### src/rbf_pkg.sv
// rbf_pkg: shared types, codes and widths for the ring buffer FIFO with peek.
// Used by ring_buffer_fifo_with_peek; no dependencies.
package rbf_pkg;

    // default sizing, handed to the top level parameters
    localparam int DEPTH_DEF      = 64;
    localparam int DATA_WIDTH_DEF = 32;

    // fixed field widths of the item ports
    localparam int CMD_W  = 2;
    localparam int STAT_W = 2;
    localparam int XFER_W = 32;  // write_data / read_data port width
    localparam int OFFS_W = 6;
    localparam int CNT_W  = 7;   // capacity, fill count, free slots

    // configuration port
    localparam int CFG_AW    = 3;
    localparam int CFG_DW    = 32;
    localparam int CFG_IDX_W = CFG_AW - 2;
    localparam logic [CFG_IDX_W-1:0] REG_CAPACITY = '0;

    typedef enum logic [CMD_W-1:0] {
        CMD_PUT   = 2'd0,
        CMD_GET   = 2'd1,
        CMD_PEEK  = 2'd2,
        CMD_CLEAR = 2'd3
    } t_cmd;

    typedef enum logic [STAT_W-1:0] {
        ST_OK      = 2'd0,
        ST_INVALID = 2'd1,
        ST_BUSY    = 2'd2,
        ST_ERROR   = 2'd3
    } t_status;

    // per-item result, minus the read data
    typedef struct packed {
        t_status          status;
        logic             rd_en;
        logic [CNT_W-1:0] fill;
        logic [CNT_W-1:0] free;
        logic             empty;
        logic             full;
    } t_meta;

endpackage

### src/rbf_ram.sv
// rbf_ram: generic single-clock RAM, one write port and one registered read port.
// No dependencies.
module rbf_ram #(
    parameter int WIDTH = 32,
    parameter int DEPTH = 64
) (
    input  logic                     i_clk,
    input  logic                     i_we,
    input  logic [$clog2(DEPTH)-1:0] i_waddr,
    input  logic [WIDTH-1:0]         i_wdata,
    input  logic                     i_re,
    input  logic [$clog2(DEPTH)-1:0] i_raddr,
    output logic [WIDTH-1:0]         o_rdata
);

    logic [WIDTH-1:0] r_mem [DEPTH];
    logic [WIDTH-1:0] r_rdata;

    // write port
    always_ff @(posedge i_clk) begin
        if (i_we) begin
            r_mem[i_waddr] <= i_wdata;
        end
    end

    // read port, data holds while no read is issued
    always_ff @(posedge i_clk) begin
        if (i_re) begin
            r_rdata <= r_mem[i_raddr];
        end
    end

    assign o_rdata = r_rdata;

endmodule

### src/ring_buffer_fifo_with_peek.sv
// A command item passes stage 1, then the output register, to become a result item.
// Throughput: one item per cycle; the entry RAM is read and written at acceptance,
// pointers and count update in that same cycle, and the RAM read data lands in
// the next one. A stalled output holds the pipeline and drops the input ready.
// Reset (synchronous, active low): buffer empty, pointers zero, capacity min(64, DEPTH).
// Depends on rbf_pkg and rbf_ram.
module ring_buffer_fifo_with_peek #(
    parameter int DEPTH      = rbf_pkg::DEPTH_DEF,
    parameter int DATA_WIDTH = rbf_pkg::DATA_WIDTH_DEF
) (
    input  logic                         i_clk,
    input  logic                         i_rst_n,
    // configuration port
    input  logic                         psel,
    input  logic                         penable,
    input  logic                         pwrite,
    input  logic [rbf_pkg::CFG_AW-1:0]   paddr,
    input  logic [rbf_pkg::CFG_DW-1:0]   pwdata,
    output logic [rbf_pkg::CFG_DW-1:0]   prdata,
    output logic                         pready,
    // command items
    input  logic                         i_in_valid,
    output logic                         o_in_ready,
    input  logic [rbf_pkg::CMD_W-1:0]    i_cmd,
    input  logic [rbf_pkg::XFER_W-1:0]   i_write_data,
    input  logic [rbf_pkg::OFFS_W-1:0]   i_peek_offset,
    // result items
    output logic                         o_out_valid,
    input  logic                         i_out_ready,
    output logic [rbf_pkg::STAT_W-1:0]   o_status,
    output logic [rbf_pkg::XFER_W-1:0]   o_read_data,
    output logic [rbf_pkg::CNT_W-1:0]    o_fill_count,
    output logic [rbf_pkg::CNT_W-1:0]    o_free_slots,
    output logic                         o_is_empty,
    output logic                         o_is_full
);
    import rbf_pkg::*;

    localparam int PTR_W   = $clog2(DEPTH);
    localparam int SUM_W   = ((PTR_W > CNT_W) ? PTR_W : CNT_W) + 1;
    localparam int CAP_MAX = (DEPTH < 127) ? DEPTH : 127;
    localparam int CAP_RST = (DEPTH < 64) ? DEPTH : 64;

    // buffer state
    logic [CNT_W-1:0] r_cap, n_cap;
    logic [PTR_W-1:0] r_wp, n_wp;
    logic [PTR_W-1:0] r_rp, n_rp;
    logic [CNT_W-1:0] r_count, n_count;

    // pipeline: stage 1 waits on RAM data, then the output register
    logic             r_s1_valid;
    t_meta            r_s1, n_meta;
    logic             r_out_valid;
    t_meta            r_out;
    logic [XFER_W-1:0] r_out_data;

    logic             accept, s1_adv, cfg_wr;
    t_cmd             cmd;
    logic [CNT_W-1:0] cfg_val, cfg_cap;

    logic [SUM_W-1:0] wp_plus, rp_plus, peek_sum, peek_idx;
    logic [PTR_W-1:0] wp_wrap, rp_wrap;

    logic                  mem_we;
    logic [PTR_W-1:0]      mem_raddr;
    logic [DATA_WIDTH-1:0] mem_rdata;

    // handshakes
    assign accept     = i_in_valid && o_in_ready;
    assign s1_adv     = r_s1_valid && (!r_out_valid || i_out_ready);
    assign o_in_ready = !r_s1_valid || s1_adv;
    assign cmd        = t_cmd'(i_cmd);

    // configuration write and readback
    assign pready  = 1'b1;
    assign cfg_wr  = psel && penable && pwrite && pready
                     && (paddr[CFG_AW-1:2] == REG_CAPACITY);
    assign cfg_val = pwdata[CNT_W-1:0];
    always_comb begin
        priority if (cfg_val == '0) begin
            cfg_cap = CNT_W'(1);
        end else if (cfg_val > CNT_W'(CAP_MAX)) begin
            cfg_cap = CNT_W'(CAP_MAX);
        end else begin
            cfg_cap = cfg_val;
        end
    end
    assign prdata = (paddr[CFG_AW-1:2] == REG_CAPACITY) ? CFG_DW'(r_cap) : '0;

    // pointer wrap is a compare against capacity
    assign wp_plus  = SUM_W'(r_wp) + SUM_W'(1);
    assign rp_plus  = SUM_W'(r_rp) + SUM_W'(1);
    assign wp_wrap  = (wp_plus >= SUM_W'(r_cap)) ? '0 : wp_plus[PTR_W-1:0];
    assign rp_wrap  = (rp_plus >= SUM_W'(r_cap)) ? '0 : rp_plus[PTR_W-1:0];
    assign peek_sum = SUM_W'(r_rp) + SUM_W'(i_peek_offset);
    assign peek_idx = (peek_sum >= SUM_W'(r_cap)) ? peek_sum - SUM_W'(r_cap) : peek_sum;

    // command decode and next state
    always_comb begin
        n_cap          = r_cap;
        n_wp           = r_wp;
        n_rp           = r_rp;
        n_count        = r_count;
        mem_we         = 1'b0;
        mem_raddr      = r_rp;
        n_meta.status  = ST_OK;
        n_meta.rd_en   = 1'b0;
        if (accept) begin
            unique case (cmd)
                CMD_PUT: begin
                    if (r_count >= r_cap) begin
                        n_meta.status = ST_BUSY;
                    end else begin
                        mem_we  = 1'b1;
                        n_wp    = wp_wrap;
                        n_count = r_count + CNT_W'(1);
                    end
                end
                CMD_GET: begin
                    if (r_count == '0) begin
                        n_meta.status = ST_ERROR;
                    end else begin
                        n_meta.rd_en = 1'b1;
                        n_rp         = rp_wrap;
                        n_count      = r_count - CNT_W'(1);
                    end
                end
                CMD_PEEK: begin
                    if (CNT_W'(i_peek_offset) >= r_count) begin
                        n_meta.status = ST_INVALID;
                    end else begin
                        n_meta.rd_en = 1'b1;
                        mem_raddr    = peek_idx[PTR_W-1:0];
                    end
                end
                CMD_CLEAR: begin
                    n_wp    = '0;
                    n_rp    = '0;
                    n_count = '0;
                end
            endcase
        end
        n_meta.fill  = n_count;
        n_meta.free  = r_cap - n_count;
        n_meta.empty = (n_count == '0);
        n_meta.full  = (n_count >= r_cap);
        // a capacity write empties the buffer
        if (cfg_wr) begin
            n_cap   = cfg_cap;
            n_wp    = '0;
            n_rp    = '0;
            n_count = '0;
        end
    end

    // state registers
    always_ff @(posedge i_clk) begin
        if (!i_rst_n) begin
            r_cap   <= CNT_W'(CAP_RST);
            r_wp    <= '0;
            r_rp    <= '0;
            r_count <= '0;
        end else begin
            r_cap   <= n_cap;
            r_wp    <= n_wp;
            r_rp    <= n_rp;
            r_count <= n_count;
        end
    end

    // entry store
    rbf_ram #(
        .WIDTH (DATA_WIDTH),
        .DEPTH (DEPTH)
    ) u_store (
        .i_clk   (i_clk),
        .i_we    (mem_we),
        .i_waddr (r_wp),
        .i_wdata (DATA_WIDTH'(i_write_data)),
        .i_re    (accept && n_meta.rd_en),
        .i_raddr (mem_raddr),
        .o_rdata (mem_rdata)
    );

    // pipeline valids
    always_ff @(posedge i_clk) begin
        if (!i_rst_n) begin
            r_s1_valid  <= 1'b0;
            r_out_valid <= 1'b0;
        end else begin
            if (accept) begin
                r_s1_valid <= 1'b1;
            end else if (s1_adv) begin
                r_s1_valid <= 1'b0;
            end
            if (s1_adv) begin
                r_out_valid <= 1'b1;
            end else if (i_out_ready) begin
                r_out_valid <= 1'b0;
            end
        end
    end

    // pipeline payload
    always_ff @(posedge i_clk) begin
        if (accept) begin
            r_s1 <= n_meta;
        end
        if (s1_adv) begin
            r_out      <= r_s1;
            r_out_data <= r_s1.rd_en ? XFER_W'(mem_rdata) : '0;
        end
    end

    assign o_out_valid  = r_out_valid;
    assign o_status     = r_out.status;
    assign o_read_data  = r_out_data;
    assign o_fill_count = r_out.fill;
    assign o_free_slots = r_out.free;
    assign o_is_empty   = r_out.empty;
    assign o_is_full    = r_out.full;

`ifndef NO_ASSERTIONS
    // occupancy never exceeds the capacity in use
    a_count_le_cap: assert property (@(posedge i_clk) disable iff (!i_rst_n)
        r_count <= r_cap)
        else $error("fill count above capacity");

    // both pointers stay inside the capacity
    a_ptr_in_range: assert property (@(posedge i_clk) disable iff (!i_rst_n)
        (SUM_W'(r_wp) < SUM_W'(r_cap)) && (SUM_W'(r_rp) < SUM_W'(r_cap)))
        else $error("pointer beyond capacity");

    // empty buffer means the pointers meet
    a_empty_ptrs: assert property (@(posedge i_clk) disable iff (!i_rst_n)
        (r_count == '0) |-> (r_wp == r_rp))
        else $error("empty buffer with pointers apart");

    // a successful get removes exactly one entry
    a_get_dec: assert property (@(posedge i_clk) disable iff (!i_rst_n)
        (accept && cmd == CMD_GET && r_count != '0 && !cfg_wr)
        |=> (r_count == $past(r_count) - CNT_W'(1)))
        else $error("get did not remove one entry");

    // a held stage 1 item blocks new items
    a_hold_blocks: assert property (@(posedge i_clk) disable iff (!i_rst_n)
        (r_s1_valid && !s1_adv) |-> !o_in_ready)
        else $error("input taken while stage 1 stalled");
`endif

endmodule
### config.mk
export PLATFORM = sky130hd
export DESIGN_NAME = ring_buffer_fifo_with_peek
export DESIGN_NICKNAME = d
export VERILOG_FILES = /design/src/rbf_pkg.sv /design/src/rbf_ram.sv /design/src/ring_buffer_fifo_with_peek.sv
export SDC_FILE = /design/constraint.sdc
export NUM_CORES = 2
export LEC_CHECK = 0
export BUFFER_PORTS_ARGS = -buffer_cell sky130_fd_sc_hd__buf_2
export CORE_ASPECT_RATIO = 0.8
export CORE_MARGIN = 3
export CORE_UTILIZATION = 33
export CTS_BUF_LIST = sky130_fd_sc_hd__clkbuf_8
export DETAILED_ROUTE_END_ITERATION = 8
export GPL_ROUTABILITY_DRIVEN = 0
export SKIP_LAST_GASP = 1
export SYNTH_ARGS = -nofsm -noshare
export SYNTH_HDL_FRONTEND = slang
export SYNTH_SLANG_ARGS = --single-unit
### constraint.sdc
create_clock -name i_clk -period 13.53 [get_ports i_clk]
set_input_delay 1.353 -clock i_clk [delete_from_list [all_inputs] [get_ports i_clk]]
set_output_delay 1.353 -clock i_clk [all_outputs]
set_load 0.1 [all_outputs]
Word-level counts from Yosys, hierarchy flattened
Memories as Yosys holds them, arrays and structs flattened. A register that Yosys moved wholly into a read port is not among the register bits.
Cells that the tools add are included.
- register bits: 97
- bits in writable memories: 2048
- input bits: 82
- output and inout bits: 85
- word-level logic and storage cells: 95
- memories kept: 1
- add/subtract/negate cells: 7
- $lt $le $gt $ge: 7
- eq/ne operators: 5
- muxes and demuxes: 34
- bitwise operators: 2
- reduce and logical (&&, ||, !) cells: 21
- memories (name ; depth ; bits a word ; rd ports ; clocked after memory_dff ; wr ports ; RTL line ; text):
    u_store.r_mem ; 64 ; 32 ; 1 ; 1 ; 1 ; rbf_ram.sv:16 ; logic [WIDTH-1:0] r_mem [DEPTH];
- operators by type and width (operator ; count):
    $mux 6 ; 8
    $mux 7 ; 6
    $ge 7x7->1 ; 5
    $pmux 6 s2 ; 2
    $logic_not 7->1 ; 3
    $pmux 7 s3 ; 1
    $add 6x1->7 const B ; 2
    $mux 1 ; 13
    $reduce_bool 2->1 ; 4
    $add 6x6->7 ; 1
    $add 7x1->7 const B ; 1
    $ge 6x7->1 ; 1
    $gt 7x7->1 const B ; 1
    $sub 7x1->7 const B ; 1
    $sub 7x7->7 ; 1
    $logic_and 1x1->1 ; 6
    $pmux 2 s3 ; 1
    $reduce_and 3->1 ; 2
    $sub 6x6->6 ; 1
    $eq 2x2->1 const B ; 2
    $mux 2 ; 2
    $ne 2x2->1 const B ; 2
    $eq 2x1->1 const B ; 1
    $logic_not 1->1 ; 2
    5 further kinds ; 7

Logic depth before layout (Yosys ltp)
- depth after elaboration: 8
- gate-level depth with buffers: 24
- depth with buffers taken out: 20

Cells and area by module
From an unflattened synthesis, not the netlist that was laid out.
- cell total of the unflattened synthesis: 3864
- area total of the unflattened synthesis: 84532.3 um^2
- modules (own cells, without submodules) (module ; instances ; cells each ; area an instance (um^2) ; seq. area each (um^2)):
    rbf_ram ; 1 ; 3324 ; 78835.6 ; 62459.9
    ring_buffer_fifo_with_peek ; 1 ; 540 ; 5696.7 ; 2632.5

Worst setup path after synthesis
Ideal clock, no wire load.
- kind: input port to flip-flop
- start point: input port i_peek_offset[0] (netlist bit)
- end point: register u_store.r_rdata[10], in the netlist u_store.o_rdata[10], read port of u_store.r_mem (data pin)
- library setup time: 0.272 ns
- data arrival time: 5.293 ns
- required time: 13.258 ns
- setup slack: 7.965 ns
- stages: 21
- path buffers: 4
- cell sequence: ha_1 > inv_1 > fa_1 > nor2b_1 > o21ai_0 > a21oi_1 > ha_1 > a21oi_1 > o21ai_1 > a21o_1 > buf_6 > a2111oi_4 > a21o_1 > buf_4 > buf_6 > buf_6 > mux2i_1 > o22ai_1 > o21ai_0 > nand3_1 > or4_1
- word-level cells in the longest chain between the ends: 6
- elaborated cells between the ends (all ways): 12
- those cells by class: 2 x add/sub; 2 x order compare; 7 x mux; 1 x reduce/logical
- ends and longest elaborated chain (what ; RTL line ; text):
    start: declaration ; ring_buffer_fifo_with_peek.sv:26 ; input logic [rbf_pkg::OFFS_W-1:0] i_peek_offset,
    $add 6x6->7 ; ring_buffer_fifo_with_peek.sv:95 ; assign peek_sum = SUM_W'(r_rp) + SUM_W'(i_peek_offset);
    $sub 6x6->6 or $ge 7x7->1 (tied branches) ; ring_buffer_fifo_with_peek.sv:96 ; assign peek_idx = (peek_sum >= SUM_W'(r_cap)) ? peek_sum - SUM_W'(r_cap) : peek_sum;
    $mux 6 ; ring_buffer_fifo_with_peek.sv:96 ;
    $mux 6 ; ring_buffer_fifo_with_peek.sv:129 ; if (CNT_W'(i_peek_offset) >= r_count) begin
    $mux 6 ; ring_buffer_fifo_with_peek.sv:109 ; unique case (cmd)
    $mux 6 ; ring_buffer_fifo_with_peek.sv:108 ; if (accept) begin
    end: declaration ; rbf_ram.sv:17 ; logic [WIDTH-1:0] r_rdata;
Parallel ways exist; a longest one is shown, timed or not.
A chain may end at the register's enable or synchronous reset.

Worst setup path after layout
- start point: register r_rp[0]
- end point: register u_store.r_rdata[14], in the netlist u_store.o_rdata[14], read port of u_store.r_mem (data pin)
- word-level cells in the longest chain between the ends: 6
- elaborated cells between the ends (all ways): 7
- those cells by class: 2 x add/sub; 1 x order compare; 4 x mux
- ends and longest elaborated chain (what ; RTL line ; text):
    start: declaration ; ring_buffer_fifo_with_peek.sv:47 ; logic [PTR_W-1:0] r_rp, n_rp;
    start signal: assignment ; ring_buffer_fifo_with_peek.sv:166 ; r_rp <= n_rp;
    $add 6x6->7 ; ring_buffer_fifo_with_peek.sv:95 ;
    $sub 6x6->6 or $ge 7x7->1 (tied branches) ; ring_buffer_fifo_with_peek.sv:96 ;
    $mux 6 ; ring_buffer_fifo_with_peek.sv:96 ;
    $mux 6 ; ring_buffer_fifo_with_peek.sv:129 ;
    $mux 6 ; ring_buffer_fifo_with_peek.sv:109 ;
    $mux 6 (*) ; ring_buffer_fifo_with_peek.sv:108 ;
Every way passes the cells marked *; elsewhere a longest branch is shown, timed or not.

==> results.env <==
RUN_STATUS='complete, no violations'
FINALNETCOUNT=5951
WIRELENGTH_UM=235000
CP_SLOWEST_CELL='sky130_fd_sc_hd__buf_12'
CTS_INSERTED_BUFFERS=325
CTS.REPAIR.RESIZED=0
CLOCKPOWERSHARE_PCT=37.3
FINALHOLDVIOLATIONS=0
INITIAL_ANTENNA_VIOLATION_COUNT=20
VIAS_PER_CELL=5.30
CLOCK_SINKS=2177
TIMING.CLOCK.SKEW_NS=0.126
WORSTPATHCELLLIST='ha_1 > inv_1 > fa_1 > nor2b_1 > o21ai_0 > a21oi_1 > ha_1 > a21oi_1 > o21ai_1 > a21o_1 > a2111oi_4 > a21o_4 > buf_12 > buf_12 > mux2i_1 > o22ai_1 > o21ai_1 > nand3_1 > or4_1'
SEQ_POWER_SHARE_PCT=57.5
PATH_DELAY_FAMILY='compound AO/OA/AOI/OAI gates'
FIN_TNS_SETUP_NS=0
RATIO_OF_FINAL_MINIMUM_PERIOD_TO_CLOCK_PERIOD_PCT=56.2
MAX_CAP_VIOLATIONS=0
POSTPLACECELLAREA_UM2=90800
P_TOTAL_mW=12.9
GRT_PASS1_WL_UM=335000
TOTAL_DIE_AREA_UM2=267000
CTSHTREEMAXLEVEL=5
POST_SYNTH_NUM_CELL_TYPES=75
SYNTH-SIMPLE-AREA-SHARE_PCT=8.01
SETUP.WORST_PATH.START='r_rp[0]$_SDFFE_PP0P_'
SHARE_OF_SYNTHESIZED_CELL_AREA_IN_FULL_ADDER_HALF_ADDER_AND_MAJORITY_CELLS_PCT=0.897
GRT_SETUP_UNREPAIRED='no'
DETAIL_ROUTE.WL_PER_CELL_UM=24.7
PWR_DENSITY_CELL_nW_PER_UM2=134
PLACE_HPWL_UM=118000
IR_WORST_VDD_V=0.000102
FILL_CELLS=24000
R2R_SETUP_SLACK_NS=5.93
CLK_LATENCY_NS=0.95
FINALCRITICALPERIOD_NS=7.60
WORSTPATHARRIVAL_NS=8.18
PIN_COUNT_OF_THE_BIGGEST_NET_ENTERING_GLOBAL_ROUTING=181
NETSWITCHINGFRACTION_PCT=23.1
CTS_TREE='yes'
SYNTH-EDFF-COUNT=2149
SYNTHESIS.INSTANCES=5584
POST-CTS-SETUP-BUFFER-COUNT=0
NUMBER_OF_CELLS_ON_THE_CRITICAL_PATH=19
MAX_CLOCK_FREQ_MHz=132
INITIAL_UTILIZATION_PCT=33.2
CTS_STAGE_HOLD_BUFFER_COUNT=0
CORE_AREA_UM2=259000
DRIVE_GT1_SHARE_PCT=11.9
MAXSLEWHEADROOM_PCT=12.2
CRITICAL_PATH.REG2REG.STARTPOINT='r_rp[0]$_SDFFE_PP0P_'
REG2REG_TO='u_store.o_rdata[14]$_DFFE_PP_'
CTS.PATH.MAX_BUFFERS=4
SYNTH.AREA.MUX_SHARE_PCT=6.47
SYNTHXORXNORAREAFRAC_PCT=0.193
CP_DATA_REQUIRED_TIME_NS=14.10
CTS-ROOT-BUF='sky130_fd_sc_hd__clkbuf_8'
DIEHEIGHT_UM=463
DRV_SLEW=0
MIN_PATH_TYPE='flip-flop to flip-flop'
FLOORPLAN.DIE.WIDTH_UM=577
YOSYSWARNINGS=0
NUMBER_OF_STORAGE_ELEMENTS_IN_THE_SYNTHESIS_NETLIST=2177
DRT_FIRST_ITER_VIOLATIONS=6183
COMBINATIONALPOWERSHARE_PCT=5.2
SYNTH-COMPOUND-AREA-SHARE_PCT=6.37
DRTPASS1ITERATIONS=8
WORST-SLEW-PIN-TRANSITION_NS=1.32
CPPEAKSTAGEDELAY_NS=0.73
PORT-BUFFER-COUNT=113
INTERNAL_POWER_SUMMED_OVER_ALL_CELLS_mW=9.95
CP-ENDPOINT='u_store.o_rdata[14]$_DFFE_PP_'
DETAILROUTE.VIA_COUNT=50300
NET-SWITCHING-POWER_mW=2.99
SYNTH_AREA_UM2=86200
GRT_PASS1_VIAS=47500
AVGSYNTHCELLAREA_UM2=15.4
ROUTE.ANTENNA.REMAINING_NETS=0
FINALINSTANCEAREA_UM2=96400
WORST-PATH-BUF-INV=3
SYNTH.YOSYS.SEQ_AREA_SHARE_PCT=75.5
GR-USAGE-ALL-LAYERS_PCT=16.9
SYN2LAYOUT_AREA_GROWTH_PCT=11.9
SETUP.WORST_PATH.CLASS='flip-flop to flip-flop'
SYNTH-ASYNC-RESET-RATIO_PCT=0
CRITPATHCAPTURETYPE='flip-flop'
TIMING.CRITICAL_PATH.FANOUT_MAX=127
COMBINATIONAL_FAMILY_WITH_THE_MOST_AREA_AFTER_SYNTHESIS='simple AND/OR/NAND/NOR gates'
SYNTH_FF_TYPE='sky130_fd_sc_hd__edfxtp_1'
FINALSETUPVIOLCOUNT=0
R2R.WORST_PATH.CELLS=19
POWER_LEAKAGE_nW=31.2
FP-ROW-COUNT=167
TOTAL_I_O_PIN_COUNT=167
FINAL_UTIL_PCT=37.2
POST-ROUTE-DRC-COUNT=0
CLK_TRANSITION_REPORTED_PATHS_NS=0.07
WORST_SETUP_PATH_START_KIND='flip-flop'
GRT_REMAINING_OVERFLOW=0
layout make-up:
class / count / area, µm² / share of cell area [%]
Timing Repair Buffer: 225 / 1560 / 1.61
Clock buffer: 332 / 4570 / 4.74
Tap cell: 3464 / 4330 / 4.50
Clock inverter: 214 / 1060 / 1.10
Inverter: 39 / 146 / 0.152
Sequential cell: 2177 / 65100 / 67.5
Antenna cell: 7 / 17.5 / 0.0182
Multi-Input combinational cell: 3041 / 19600 / 20.4
power by group through the flow:
stage / sequential, mW / clock [mW] / combinational (mW)
floorplan: 7.63 / 0 / 0.393
global placement: 7.59 / 0 / 0.654
detailed placement: 7.59 / 0 / 0.669
CTS: 7.45 / 4.93 / 0.670
global route: 7.44 / 5.24 / 0.722
finish: 7.45 / 4.83 / 0.669
cells in the mapped netlist, drive strengths merged (9+ instances only):
library cell | instances | area share (%)
edfxtp | 2149 | 75
nand2 | 906 | 3.9
mux2i | 545 | 6.3
buf | 280 | 2.0
nand3 | 253 | 1.5
o22ai | 207 | 1.5
a21oi | 180 | 1.1
a32oi | 171 | 1.7
o21ai | 136 | 0.79
nor2 | 122 | 0.55
nand4 | 103 | 0.75
clkbuf | 71 | 0.31
ha | 57 | 0.83
a22oi | 40 | 0.35
and3 | 40 | 0.29
and2 | 39 | 0.28
inv | 39 | 0.17
dfxtp | 28 | 0.65
or3 | 17 | 0.12
a21o | 16 | 0.14
nor2b | 16 | 0.12
a31oi | 15 | 0.11
nor3 | 14 | 0.081
nand2b | 12 | 0.096
mux2 | 10 | 0.14
xor2 | 10 | 0.10
and4 | 9 | 0.091
o21a | 9 | 0.078
xnor2 | 9 | 0.091
sequential cells by signal, indices dropped and copies added, names as in the netlist, 2 cells and up:
| register | flops |
|---|---|
| r_s1 | 19 |
| r_cap | 7 |
| r_wp | 6 |
| o_fill_count | 7 |
| u_store.o_rdata | 32 |
| o_status | 2 |
| r_count | 7 |
| o_free_slots | 7 |
| u_store.r_mem | 2048 |
| r_rp | 6 |
| o_read_data | 32 |
cell usage in the layout, fill, tap and decap left out, types with 9 or more instances in the layout:
cell type and n:
sky130_fd_sc_hd__and2_1 37, sky130_fd_sc_hd__buf_12 12, sky130_fd_sc_hd__xor2_1 10, sky130_fd_sc_hd__mux2i_1 544, sky130_fd_sc_hd__nor2_4 67, sky130_fd_sc_hd__buf_2 113
sky130_fd_sc_hd__conb_1 26, sky130_fd_sc_hd__nand2_1 906, sky130_fd_sc_hd__clkbuf_8 332, sky130_fd_sc_hd__a21o_1 15, sky130_fd_sc_hd__nor3_1 14, sky130_fd_sc_hd__a22oi_1 40
sky130_fd_sc_hd__xnor2_1 9, sky130_fd_sc_hd__a31oi_1 13, sky130_fd_sc_hd__clkinv_2 28, sky130_fd_sc_hd__nor2b_1 15, sky130_fd_sc_hd__nand4_1 102, sky130_fd_sc_hd__and3_1 40
sky130_fd_sc_hd__ha_1 57, sky130_fd_sc_hd__nand3_1 253, sky130_fd_sc_hd__dfxtp_1 28, sky130_fd_sc_hd__edfxtp_1 2149, sky130_fd_sc_hd__o21ai_0 82, sky130_fd_sc_hd__clkinv_1 66
sky130_fd_sc_hd__inv_1 136, sky130_fd_sc_hd__buf_4 100, sky130_fd_sc_hd__o21ai_1 50, sky130_fd_sc_hd__nor2_1 53, sky130_fd_sc_hd__o22ai_1 207, sky130_fd_sc_hd__nand2b_1 11
sky130_fd_sc_hd__a32oi_1 171, sky130_fd_sc_hd__or3_1 17, sky130_fd_sc_hd__and4_1 9, sky130_fd_sc_hd__a21oi_1 177
through the flow:
stage | cells | hold slack (ns) | setup slack, ns
2_1_floorplan | 5608 | 0.400 | 7.97
3_3_place_gp | 8946 | 0.406 | 5.28
3_5_place_dp | 8946 | 0.406 | 5.19
4_1_cts | 9492 | 0.420 | 6.08
5_1_grt | 9497 | 0.423 | 5.53
6_report | 9499 | 0.419 | 5.93
worst min path at each step:
stage | slack [ns] | depth (start not counted) | end | start
after floorplan | 0.40 | 0 | o_fill_count[0]$_DFFE_PP_ | r_s1[9]$_DFFE_PP_
after global placement | 0.41 | 0 | o_fill_count[4]$_DFFE_PP_ | r_s1[13]$_DFFE_PP_
after detailed placement | 0.41 | 0 | o_free_slots[2]$_DFFE_PP_ | r_s1[4]$_DFFE_PP_
after CTS | 0.42 | 0 | o_is_full$_DFFE_PP_ | r_s1[0]$_DFFE_PP_
after global routing | 0.42 | 0 | o_fill_count[5]$_DFFE_PP_ | r_s1[14]$_DFFE_PP_
final | 0.42 | 0 | o_fill_count[5]$_DFFE_PP_ | r_s1[14]$_DFFE_PP_
layer usage:
metal  GRT usage, %  up-vias  wire (µm)
li1               -    22000          -
met5              0        -         43
met3           3.27      337      22400
met2           25.6     2431     104000
met1           24.9    25600     103000
met4           4.24        8       5020
kinds of logic after synthesis:
| logic type | after synthesis |
|---|---|
| xor+xnor | 19 |
| simple gates | 1555 |
| fa+ha+maj | 60 |
| mux | 555 |
| other cells | 2 |
| compound gates | 826 |
| buf+inv | 390 |
| flops | 2177 |
worst register-to-register path: cells and delay by family (launching register included):
kind                       cells  cell delay, ns
DFF                            1            0.58
AOI/OAI and AO/OA              9            2.63
and+or+nand+nor                3            0.98
adders and majority gates      3            1.06
buffers and inverters          3            1.66
muxes                          1            0.41
Power figures use the tool's default switching activity.
